<file path="src/hdl/rrt_pkg.sv">
package rrt_pkg;

  typedef enum logic [1:0] {
    OP_RECORD = 2'd0,
    OP_QUERY  = 2'd1,
    OP_READ   = 2'd2,
    OP_CLEAR  = 2'd3
  } op_t;

  typedef enum logic [1:0] {
    ST_OK        = 2'd0,
    ST_FULL      = 2'd1,
    ST_BAD_INDEX = 2'd2
  } status_t;

  localparam int ENTRY_INDEX_BITS = 4;
  localparam int STATUS_BITS      = 2;
  localparam int OP_BITS          = 2;
  // byte offsets on the ports and in the stored ranges all use this width
  localparam int FIELD_BITS       = 48;
  localparam int COUNT_OUT_BITS   = 5;

  typedef enum logic [3:0] {
    S_IDLE,
    S_DISPATCH,
    S_REC_RD,
    S_REC_CMP,
    S_POS_RD,
    S_POS_CMP,
    S_INSERT,
    S_SHIFT_RD,
    S_SHIFT_WR,
    S_WR_NEW,
    S_Q_FIRST_CMP,
    S_Q_RD,
    S_Q_CMP,
    S_RD_OUT,
    S_DONE
  } state_t;

  // controller -> datapath
  typedef struct packed {
    logic load;       // capture request
    logic idx_zero;   // scan index := 0
    logic idx_inc;    // scan index += 1
    logic idx_top;    // scan index := count, insert position := scan index
    logic idx_dec;    // scan index -= 1
    logic rd_prev;    // read memory at scan index - 1
    logic rd_req;     // read memory at request entry index
    logic wr_merge;   // write merged range at scan index
    logic wr_shift;   // write read data at scan index
    logic wr_insert;  // write new range at scan index
    logic cnt_inc;
    logic cnt_clr;
    logic q_init;     // take reach from entry 0
    logic q_step;     // extend reach
    logic res_full;
    logic res_bad;
    logic res_query;
    logic res_query_pos;
    logic res_read;
    logic res_ok;
  } dp_cmd_t;

  // datapath -> controller
  typedef struct packed {
    logic       scan_end;    // scan index >= count
    logic       cnt_zero;
    logic       full;
    logic       hit;         // read entry overlaps/touches request
    logic       past_end;    // request end < entry start
    logic       q_stop;      // entry starts beyond reach and position
    logic       q_first_gt;  // entry 0 starts after position
    logic       idx_ok;      // request entry index < count
    logic       idx_at_pos;  // scan index == insert position
    op_t        op;
  } dp_status_t;

endpackage

</file>
<file path="src/hdl/received_range_tracker.sv">
// Range tracker: keeps up to MAX_RANGES sorted byte ranges in two small RAMs
// (starts and lengths) and handles one request at a time. A record scans for
// the first range it overlaps or touches and merges into it; if none does and
// the table is full the range is dropped, else it finds the insert point and
// shifts the tail up one entry from the top down before writing the new range.
// A query walks the entries from entry 0, a read fetches one entry and a clear
// empties the table. The scans go through one read address that both RAMs
// share, and the RAM read data is registered. The result is held until
// taken, and a new request is accepted in the cycle after that.
module received_range_tracker #(
  parameter int MAX_RANGES  = 16
) (
  input  logic                                 clk,
  input  logic                                 rst,
  input  logic                                 in_valid,
  output logic                                 in_ready,
  input  logic [rrt_pkg::OP_BITS-1:0]          operation,
  input  logic [rrt_pkg::FIELD_BITS-1:0]       range_begin,
  input  logic [rrt_pkg::FIELD_BITS-1:0]       range_end,
  input  logic [rrt_pkg::ENTRY_INDEX_BITS-1:0] entry_index,
  output logic                                 out_valid,
  input  logic                                 out_ready,
  output logic [rrt_pkg::STATUS_BITS-1:0]      status,
  output logic [rrt_pkg::FIELD_BITS-1:0]       complete_end,
  output logic [rrt_pkg::FIELD_BITS-1:0]       entry_begin,
  output logic [rrt_pkg::FIELD_BITS-1:0]       entry_end,
  output logic [rrt_pkg::COUNT_OUT_BITS-1:0]   entry_count
);
  import rrt_pkg::*;

  dp_cmd_t    cmd;
  dp_status_t sts;

  rrt_ctrl u_ctrl (
    .clk(clk), .rst(rst), .in_valid(in_valid), .in_ready(in_ready),
    .out_valid(out_valid), .out_ready(out_ready), .cmd(cmd), .sts(sts));

  rrt_datapath #(.MAX_RANGES(MAX_RANGES)) u_dp (
    .clk(clk), .rst(rst), .cmd(cmd), .sts(sts),
    .operation(operation), .range_begin(range_begin), .range_end(range_end),
    .entry_index(entry_index), .status(status), .complete_end(complete_end),
    .entry_begin(entry_begin), .entry_end(entry_end), .entry_count(entry_count));

endmodule

</file>
<file path="src/hdl/rrt_ram.sv">
module rrt_ram #(
  parameter int WIDTH = 8,
  parameter int DEPTH = 16
) (
  input  logic                     clk,
  input  logic                     we,
  input  logic [$clog2(DEPTH)-1:0] waddr,
  input  logic [WIDTH-1:0]         wdata,
  input  logic [$clog2(DEPTH)-1:0] raddr,
  output logic [WIDTH-1:0]         rdata
);

  logic [WIDTH-1:0] mem [DEPTH];

  always_ff @(posedge clk) begin
    if (we) begin
      mem[waddr] <= wdata;
    end
    rdata <= mem[raddr];
  end

endmodule

</file>
<file path="src/hdl/rrt_datapath.sv">
module rrt_datapath #(
  parameter int MAX_RANGES  = 16
) (
  input  logic                                   clk,
  input  logic                                   rst,
  input  rrt_pkg::dp_cmd_t                       cmd,
  output rrt_pkg::dp_status_t                    sts,
  input  logic [rrt_pkg::OP_BITS-1:0]            operation,
  input  logic [rrt_pkg::FIELD_BITS-1:0]         range_begin,
  input  logic [rrt_pkg::FIELD_BITS-1:0]         range_end,
  input  logic [rrt_pkg::ENTRY_INDEX_BITS-1:0]   entry_index,
  output logic [rrt_pkg::STATUS_BITS-1:0]        status,
  output logic [rrt_pkg::FIELD_BITS-1:0]         complete_end,
  output logic [rrt_pkg::FIELD_BITS-1:0]         entry_begin,
  output logic [rrt_pkg::FIELD_BITS-1:0]         entry_end,
  output logic [rrt_pkg::COUNT_OUT_BITS-1:0]     entry_count
);
  import rrt_pkg::*;

  localparam int AW = $clog2(MAX_RANGES);
  localparam int CW = $clog2(MAX_RANGES + 1);
  localparam int IW = AW + 1;
  localparam int OW = FIELD_BITS;

  logic [CW-1:0] count;
  logic [IW-1:0] idx;
  logic [IW-1:0] ins_pos;
  op_t           op;
  logic [OW-1:0] rb, re, reach;
  logic [ENTRY_INDEX_BITS-1:0] req_idx;

  logic          we;
  logic [AW-1:0] waddr, raddr;
  logic [OW-1:0] ws, wl, rs, rl, rstop;
  logic [OW-1:0] nb, ne;

  rrt_ram #(.WIDTH(OW), .DEPTH(MAX_RANGES)) u_starts (
    .clk(clk), .we(we), .waddr(waddr), .wdata(ws), .raddr(raddr), .rdata(rs));
  rrt_ram #(.WIDTH(OW), .DEPTH(MAX_RANGES)) u_lengths (
    .clk(clk), .we(we), .waddr(waddr), .wdata(wl), .raddr(raddr), .rdata(rl));

  assign rstop = rs + rl;
  assign nb    = (rb < rs) ? rb : rs;
  assign ne    = (re > rstop) ? re : rstop;

  // request index may exceed the memory depth; the address is truncated
  always_comb begin
    if (cmd.rd_req) begin
      raddr = AW'(req_idx);
    end else if (cmd.rd_prev) begin
      raddr = AW'(idx - IW'(1));
    end else begin
      raddr = idx[AW-1:0];
    end
  end

  always_comb begin
    we    = cmd.wr_merge | cmd.wr_shift | cmd.wr_insert;
    waddr = idx[AW-1:0];
    ws    = rb;
    wl    = re - rb;
    if (cmd.wr_merge) begin
      ws = nb;
      wl = ne - nb;
    end else if (cmd.wr_shift) begin
      ws = rs;
      wl = rl;
    end
  end

  always_ff @(posedge clk) begin
    if (rst) begin
      count <= '0;
    end else if (cmd.cnt_clr) begin
      count <= '0;
    end else if (cmd.cnt_inc) begin
      count <= count + CW'(1);
    end
  end

  always_ff @(posedge clk) begin
    if (cmd.load) begin
      op      <= op_t'(operation);
      rb      <= range_begin;
      // reversed range collapses to an empty one
      re      <= (range_end < range_begin) ? range_begin : range_end;
      req_idx <= entry_index;
    end
    if (cmd.idx_zero) begin
      idx <= '0;
    end else if (cmd.idx_inc) begin
      idx <= idx + IW'(1);
    end else if (cmd.idx_top) begin
      idx <= IW'(count);
    end else if (cmd.idx_dec) begin
      idx <= idx - IW'(1);
    end
    if (cmd.idx_top) begin
      ins_pos <= idx;
    end
    if (cmd.q_init) begin
      reach <= rstop;
    end else if (cmd.q_step && rstop > reach) begin
      reach <= rstop;
    end
  end

  always_ff @(posedge clk) begin
    if (cmd.res_full || cmd.res_bad || cmd.res_query || cmd.res_query_pos ||
        cmd.res_read || cmd.res_ok) begin
      status       <= ST_OK;
      complete_end <= '0;
      entry_begin  <= '0;
      entry_end    <= '0;
      if (cmd.res_full) status <= ST_FULL;
      if (cmd.res_bad) status <= ST_BAD_INDEX;
      if (cmd.res_query) complete_end <= reach;
      if (cmd.res_query_pos) complete_end <= rb;
      if (cmd.res_read) begin
        entry_begin <= rs;
        entry_end   <= rstop;
      end
    end
  end

  assign entry_count = COUNT_OUT_BITS'(count);

  always_comb begin
    sts.scan_end   = idx >= IW'(count);
    sts.cnt_zero   = count == '0;
    sts.full       = count >= CW'(MAX_RANGES);
    sts.hit        = (rb >= rs && rb <= rstop) || (re >= rs && re <= rstop) ||
                     (rb < rs && re > rstop);
    sts.past_end   = re < rs;
    sts.q_stop     = rs > reach && rs > rb;
    sts.q_first_gt = rs > rb;
    sts.idx_ok     = 32'(req_idx) < 32'(count);
    sts.idx_at_pos = idx == ins_pos;
    sts.op         = op;
  end

endmodule

</file>
<file path="src/hdl/rrt_ctrl.sv">
module rrt_ctrl (
  input  logic                clk,
  input  logic                rst,
  input  logic                in_valid,
  output logic                in_ready,
  output logic                out_valid,
  input  logic                out_ready,
  output rrt_pkg::dp_cmd_t    cmd,
  input  rrt_pkg::dp_status_t sts
);
  import rrt_pkg::*;

  state_t state, state_next;

  always_ff @(posedge clk) begin
    if (rst) begin
      state <= S_IDLE;
    end else begin
      state <= state_next;
    end
  end

  always_comb begin
    state_next = state;
    cmd        = '0;
    in_ready   = 1'b0;
    out_valid  = 1'b0;
    unique case (state)
      S_IDLE: begin
        in_ready = 1'b1;
        if (in_valid) begin
          cmd.load     = 1'b1;
          cmd.idx_zero = 1'b1;
          state_next   = S_DISPATCH;
        end
      end
      S_DISPATCH: begin
        // idx is 0, so entry 0 is read here for a query
        unique case (sts.op)
          OP_RECORD: state_next = S_REC_RD;
          OP_QUERY: begin
            if (sts.cnt_zero) begin
              cmd.res_query_pos = 1'b1;
              state_next        = S_DONE;
            end else begin
              state_next = S_Q_FIRST_CMP;
            end
          end
          OP_READ: begin
            cmd.rd_req = 1'b1;
            if (sts.idx_ok) begin
              state_next = S_RD_OUT;
            end else begin
              cmd.res_bad = 1'b1;
              state_next  = S_DONE;
            end
          end
          OP_CLEAR: begin
            cmd.cnt_clr = 1'b1;
            cmd.res_ok  = 1'b1;
            state_next  = S_DONE;
          end
          default: state_next = S_DONE;
        endcase
      end
      S_REC_RD: begin
        if (sts.scan_end) begin
          if (sts.full) begin
            cmd.res_full = 1'b1;
            state_next   = S_DONE;
          end else begin
            cmd.idx_zero = 1'b1;
            state_next   = S_POS_RD;
          end
        end else begin
          state_next = S_REC_CMP;
        end
      end
      S_REC_CMP: begin
        if (sts.hit) begin
          cmd.wr_merge = 1'b1;
          cmd.res_ok   = 1'b1;
          state_next   = S_DONE;
        end else begin
          cmd.idx_inc = 1'b1;
          state_next  = S_REC_RD;
        end
      end
      S_POS_RD: begin
        if (sts.scan_end) begin
          state_next = S_INSERT;
        end else begin
          state_next = S_POS_CMP;
        end
      end
      S_POS_CMP: begin
        if (sts.past_end) begin
          state_next = S_INSERT;
        end else begin
          cmd.idx_inc = 1'b1;
          state_next  = S_POS_RD;
        end
      end
      S_INSERT: begin
        // latch position, then move entries up one slot from the top down
        cmd.idx_top = 1'b1;
        state_next  = S_SHIFT_RD;
      end
      S_SHIFT_RD: begin
        if (sts.idx_at_pos) begin
          state_next = S_WR_NEW;
        end else begin
          cmd.rd_prev = 1'b1;
          state_next  = S_SHIFT_WR;
        end
      end
      S_SHIFT_WR: begin
        cmd.wr_shift = 1'b1;
        cmd.idx_dec  = 1'b1;
        state_next   = S_SHIFT_RD;
      end
      S_WR_NEW: begin
        cmd.wr_insert = 1'b1;
        cmd.cnt_inc   = 1'b1;
        cmd.res_ok    = 1'b1;
        state_next    = S_DONE;
      end
      S_Q_FIRST_CMP: begin
        if (sts.q_first_gt) begin
          cmd.res_query_pos = 1'b1;
          state_next        = S_DONE;
        end else begin
          cmd.q_init  = 1'b1;
          cmd.idx_inc = 1'b1;
          state_next  = S_Q_RD;
        end
      end
      S_Q_RD: begin
        if (sts.scan_end) begin
          cmd.res_query = 1'b1;
          state_next    = S_DONE;
        end else begin
          state_next = S_Q_CMP;
        end
      end
      S_Q_CMP: begin
        if (sts.q_stop) begin
          cmd.res_query = 1'b1;
          state_next    = S_DONE;
        end else begin
          cmd.q_step  = 1'b1;
          cmd.idx_inc = 1'b1;
          state_next  = S_Q_RD;
        end
      end
      S_RD_OUT: begin
        cmd.res_read = 1'b1;
        state_next   = S_DONE;
      end
      S_DONE: begin
        out_valid = 1'b1;
        if (out_ready) state_next = S_IDLE;
      end
      default: state_next = S_IDLE;
    endcase
  end

endmodule

</file>
<file path="config.mk">
export PLATFORM = sky130hd
export DESIGN_NAME = received_range_tracker
export DESIGN_NICKNAME = d
export VERILOG_FILES = /design/src/hdl/rrt_pkg.sv /design/src/hdl/received_range_tracker.sv /design/src/hdl/rrt_ram.sv /design/src/hdl/rrt_datapath.sv /design/src/hdl/rrt_ctrl.sv
export SDC_FILE = /design/constraint.sdc
export NUM_CORES = 2
export LEC_CHECK = 0
export ABC_CLOCK_PERIOD_IN_PS = 13000
export BUFFER_PORTS_ARGS = -buffer_cell sky130_fd_sc_hd__buf_2
export CAP_MARGIN = 10
export CORE_MARGIN = 2
export CORE_UTILIZATION = 55
export CTS_CLUSTER_SIZE = 40
export DETAILED_ROUTE_END_ITERATION = 12
export PLACE_DENSITY = 0.75
export REMOVE_ABC_BUFFERS = 1
export SYNTH_ARGS = -nofsm -noshare
export SYNTH_HDL_FRONTEND = slang
export SYNTH_SLANG_ARGS = --single-unit
export TNS_END_PERCENT = 20
</file>
<file path="constraint.sdc">
create_clock -name clk -period 13 [get_ports clk]
set_clock_uncertainty 0.1 [all_clocks]
set_input_delay 2.6 -clock clk [delete_from_list [all_inputs] [get_ports clk]]
set_output_delay 2.6 -clock clk [all_outputs]
set_load 0.03 [all_outputs]
</file>
---- After elaboration in Yosys (flattened, before gate mapping) ----
Memories as Yosys holds them, arrays and structs flattened. A register that Yosys moved wholly into a read port is not among the register bits.
Index checks and enable logic that the tools add are counted.
operators by class
  bitwise operators ....................... 2
  eq/ne operators ......................... 20
  $add $sub $neg .......................... 6
  multiplexer cells ....................... 74
  magnitude comparators ................... 14
  reductions and logical operators ........ 21
operators by type and width
  kind                                                                    number
  48-bit 2-to-1 mux                                                       11
  48-bit greater-than comparator                                          4
  48-bit less-than comparator                                             3
  48-bit >= comparator                                                    2
  48-bit less-or-equal comparator                                         2
  48-bit subtractor                                                       2
  4-bit case mux with 13 select lines                                     1
  48-bit adder                                                            1
  1-bit 2-to-1 mux                                                        37
  4-bit equality test (second input constant)                             7
  4-bit 2-to-1 mux                                                        7
  4-bit by 3-bit equality test with 1-bit output (second input constant)  4
  4-bit case mux with 4 select lines                                      1
  5-bit 2-to-1 mux                                                        3
  2-bit 2-to-1 mux                                                        6
  5-bit by 1-bit adder with 5-bit output (second input constant)          2
  3-bit 2-to-1 mux                                                        3
  4-bit by 2-bit equality test with 1-bit output (second input constant)  2
  1-bit logical OR                                                        7
  1-bit case mux with 2 select lines                                      3
  2-bit OR reduction                                                      3
  5-bit equality test                                                     1
  5-bit >= comparator                                                     1
  5-bit >= comparator (second input constant)                             1
  other kinds (16)                                                        23
storage, ports and cells
  output and inout port bits .............. 153
  register bits ........................... 315
  input bits .............................. 106
  RAM bits ................................ 1536
  memories kept ........................... 2
memories
  memory              words  width  rd ports  clocked after Yosys merged registers in  write ports  line           source
  u_dp.u_lengths.mem  16     48     1         1                                        1            rrt_ram.sv:13  logic [WIDTH-1:0] mem [DEPTH];
  u_dp.u_starts.mem   16     48     1         1                                        1            rrt_ram.sv:13

---- Depth between registers and ports, before layout ----
  depth in word-level cells ............... 11
  mapped depth ............................ 41
  depth with buffers taken out ............ 40

---- By module ----
From an unflattened synthesis, not the netlist that was laid out.
second synthesis, totals
  cells, all modules ...................... 5811
  area, all modules ....................... 89564.6 um2
modules (own cells, without submodules)
  module        area an instance (um2)  instances  cells an instance
  rrt_ram       29691.0                 2          1242
  rrt_datapath  29469.5                 1          3216
  rrt_ctrl      713.2                   1          111

---- Least setup slack after synthesis ----
OpenSTA, ideal clock, no wires.
  path type ............................... register to register
  from .................................... register u_dp.u_starts.rdata[22] (read register of u_dp.u_starts.mem)
  to ...................................... memory u_dp.u_lengths.mem[0][0] in the netlist's numbering, enable pin
  buffers on the path ..................... 1
  required time ........................... 12232 ps
  slack ................................... 300 ps
  arrival time ............................ 11932 ps
  stages on the path, launching flop included .. 27
  path through ............................ dfxtp_1 ha_1 buf_2 nand4_1 or3_1 or4_1 a21oi_2 o211ai_1 a31oi_1 o21ai_0 a21boi_0 a21oi_1 a211o_1 xor2_1 ha_1 and4_1 nand2_1 nor2_1 a211o_1 a21oi_1 inv_1 a2111oi_0 nor3_1 nand2b_1 a311oi_2 o21ai_0 nor3_1
on the way
  cells in the longest elaborated chain, start to end .. 11
ends and longest elaborated chain
  item                                        line                 source
  start: declaration                          rrt_ram.sv:10        output logic [WIDTH-1:0] rdata
  48-bit adder                                rrt_datapath.sv:42   assign rstop = rs + rl;
  48-bit less-or-equal comparator             rrt_datapath.sv:132  sts.hit = (rb >= rs && rb <= rstop) || (re >= rs && re <= rstop) ||
  1-bit logical AND                           rrt_datapath.sv:132
  1-bit logical OR                            rrt_datapath.sv:132
  1-bit logical OR (*)                        rrt_datapath.sv:132
  1-bit 2-to-1 mux (*)                        rrt_ctrl.sv:80       if (sts.hit) begin
  1-bit 2-to-1 mux (*)                        rrt_ctrl.sv:28       unique case (state)
  1-bit OR (*) (2 in a row)                   rrt_datapath.sv:58   we = cmd.wr_merge | cmd.wr_shift | cmd.wr_insert;
  1-bit 2-to-1 mux (*)                        rrt_ram.sv:16        if (we) begin
  1-bit 2-to-1 mux (implied by the code) (*)  rrt_ram.sv:17        mem[waddr] <= wdata;
  end: declaration                            rrt_ram.sv:13
Mark *: on every way between the ends. The rest lies on a longest branch, timed or not.

---- Final worst setup path ----
  from .................................... register u_dp.u_lengths.rdata[4] (read register of u_dp.u_lengths.mem)
  to ...................................... memory u_dp.u_lengths.mem[4][40] in the netlist's numbering, data pin
on the way
  cells in the longest elaborated chain, start to end .. 8
ends and longest elaborated chain
  item                                                                    line                source
  start: declaration                                                      rrt_ram.sv:10
  48-bit adder (*)                                                        rrt_datapath.sv:42
  branches (longest 6 deep; another with 48-bit greater-than comparator)  n/a
  48-bit 2-to-1 mux (*)                                                   rrt_datapath.sv:62  if (cmd.wr_merge) begin
  named net u_dp.u_lengths.wdata[40]                                      rrt_ram.sv:8        input logic [WIDTH-1:0] wdata,
Mark *: on every way through the listed nets, which the timed path passes.

==> run_results.csv <==
group,metric,value,unit
critical_path,max_stage_delay,750,ps
floorplanning,coreArea,162800,um^2
critical_path,worst-r2r-cell-count,38,
place,port_buffers,258,
synth,synth_async_sr_flop_share,0,%
floorplanning,rows,148,
detailed_routing,routed-via-count,56640,
detailed_routing,drtIter0Drc,7462,
critical_path,r2r_start,"u_dp.u_lengths.rdata[4]",
clock_tree,clock_latency,880,ps
critical_path,path_common_cell,"a21oi_1",
worst_hold_path,min_path_type,"flip-flop to flip-flop",
layout,final_common_cell,"edfxtp_1",
layout,mostFrequentLayoutCells,"edfxtp_1, ha_1, mux4_2",
sta,period_share,90.64,%
grt,grt_max_degree,124,
outcome,status,"complete, no violations",
clock_tree,post_cts_resized,0,
synth,ys_ff_latch,1947,
synth,synth.area.top_cells,"edfxtp_1, mux4_2, ha_1, dfxtp_1, a21oi_1",
critical_path,cp_num_cells,38,
grt,grt.overflow.total,0,
sta,drv_slew,0,
grt,grt_pass1_wl,384800,um
sta,fin_setup_tns,0,ps
clock_tree,cts_root_buf,"clkbuf_16",
clock_tree,clock_path_buffers,3,
detailed_routing,wire_per_inst,31.33,um
place,routabilityCongestion,1.010,
synth,synth-edff-count,1837,
grt,grt_util_all_layers,32.10,%
sta,finalSetupViolations,0,
critical_path,cp-startpoint,"u_dp.u_lengths.rdata[4]",
critical_path,start_kind,"flip-flop",
synth,yosysSeqAreaShare,63.64,%
synth,synth_area,90140,um^2
critical_path,crit_type,"flip-flop to flip-flop",
layout,syn_to_final_growth,11.86,%
clock_tree,clock-sinks,1947,
layout,fin_area,100800,um^2
clock_tree,cts_tree,"built",
synth,synth_top_cell_by_area,"edfxtp_1",
sta,hold_viol,0,
synth,syn_inst,5936,
critical_path,ff2ff_setup_slack,1220,ps
sta,rsz0062_at_grt,"false",
critical_path,r2r_end,"u_dp.u_lengths.mem[4][40]",
critical_path,cp.arrival,12190,ps
detailed_routing,drc_errors,0,
clock_tree,post_cts_buffers,0,
critical_path,critPathSlowestCell,"mux2i_1",
critical_path,critPathCapture,"u_dp.u_lengths.mem[4][40]",
layout,drive_above_1_share,18.10,%
layout,nNetsFinal,6875,
place,dpl-instance-area,94420,um^2
sta,period_needed,11780,ps
synth,synth.top_cell.area_share,61.20,%
sta,fmax,84.86,MHz
clock_tree,htree_levels,4,
clock_tree,cts_hold_buffers,0,
grt,antenna_found_initial,41,
synth,syn_area_per_cell,15.18,um^2
run,maxCapViolCount,0,
place,dp_hpwl,177600,um
detailed_routing,firstDrtPassIters,6,
sta,worst_slew_pin_slew,1239,ps
sta,slew-limit-headroom,15.06,%
clock_tree,clk_pin_slew,70,ps
floorplanning,initial_core_util,55.38,%
synth,synthDistinctLibCells,88,
detailed_routing,antenna_left,0,
critical_path,crit_buf_inv,2,
layout,instances_no_fill,8633,
floorplanning,io_pins,259,
detailed_routing,post_drt_via_cell_ratio,6.560,
critical_path,worstPathRequired,13400,ps
clock_tree,numCtsBuffers,193,
floorplanning,die_area,167100,um^2
synth,synth_ff_type,"edfxtp_1",
synth,ys_warn_count,0,
detailed_routing,routed_wl,270400,um
floorplanning,die_w,408.8,um
critical_path,crit_family,"compound AO/OA/AOI/OAI gates",
critical_path,cp_max_fo,16,
place,dp.cells,8232,
floorplanning,die_h,408.8,um
grt,grt_pass1_vias,55100,
critical_path,worstSetupEndpointType,"flip-flop",
[sequential cells by signal (all words and copies together), names as in the netlist, 5 cells and up]
register,flops
u_dp.complete_end,48
u_dp.entry_begin,48
u_dp.entry_count,5
u_dp.entry_end,48
u_dp.idx,5
u_dp.ins_pos,5
u_dp.rb,48
u_dp.re,48
u_dp.reach,48
u_dp.u_lengths.mem,768
u_dp.u_lengths.rdata,48
u_dp.u_starts.mem,768
u_dp.u_starts.rdata,48
[worst min-delay path by stage]
stage / start / end / slack, ps / cells after the start
2_1_floorplan: u_dp.reach[10] / u_dp.complete_end[10] / 420 / 2
3_3_place_gp: u_dp.idx[4] / u_dp.ins_pos[4] / 450 / 0
3_5_place_dp: u_dp.idx[4] / u_dp.ins_pos[4] / 460 / 0
4_1_cts: u_dp.idx[4] / u_dp.ins_pos[4] / 470 / 0
5_1_grt: u_dp.idx[4] / u_dp.ins_pos[4] / 480 / 0
6_report: u_dp.idx[4] / u_dp.ins_pos[4] / 470 / 0
[metrics by stage]
step	setup WS [ps]	util [%]	hold WS (ps)
2_1_floorplan	-9905	-	421.9
3_3_place_gp	1690	58.01	453.6
3_5_place_dp	1407	58.01	456.5
4_1_cts	1228	61.77	465.4
5_1_grt	674.3	61.94	483.6
6_report	1216	61.94	466.5
[area by class of cell]
cell class	count	area, um^2
fillers	11750	61950
flip-flops and latches	1947	57370
multi-input cells	3450	31010
clock buffers	263	5205
well taps	2175	2721
repair buffers	392	2460
inverters	297	1116
clock inverters	97	919.6
diodes	12	30.03
[synthesized netlist by cell type, types with 21 or more instances]
cell type  number
edfxtp_1     1837
ha_1          485
mux4_2        384
a21oi_1       367
nor2_1        315
inv_1         296
nand2_1       266
o21ai_0       235
a21o_1        188
clkbuf_1      158
mux2i_1       153
nor2b_1       146
a211oi_1      122
dfxtp_1       110
xnor2_1        85
nand4_1        78
nand3_1        58
buf_1          54
mux2_2         51
nor3_1         50
xor2_1         48
a31oi_1        40
o21a_1         36
nand2b_1       35
o211ai_1       31
and3_1         24
buf_2          24
o21bai_1       21
or3_1          21
[kinds of logic (layout without fill, tap and decap cells)]
group           after synthesis  after routing  synth area share, %
flops                      1947           1947                63.64
mux                         590            590                11.96
buf+inv                     539           1049                2.308
fa+ha+maj                   490            490                6.821
simple gates               1058           1058                5.669
xor+xnor                    135            135                1.342
compound gates             1177           1177                8.261
other cells                   0             12                    0
[per-layer routing]
layer | GRT usage [%] | wire, um
met5 | 0 | 212
met3 | 9.267 | 31460
met4 | 12.39 | 11140
met2 | 47.50 | 120300
met1 | 45.23 | 107300
Power is left out: the tool's default activity adds up to more than one toggle a clock period on the data nets, which glitch-free logic cannot reach.
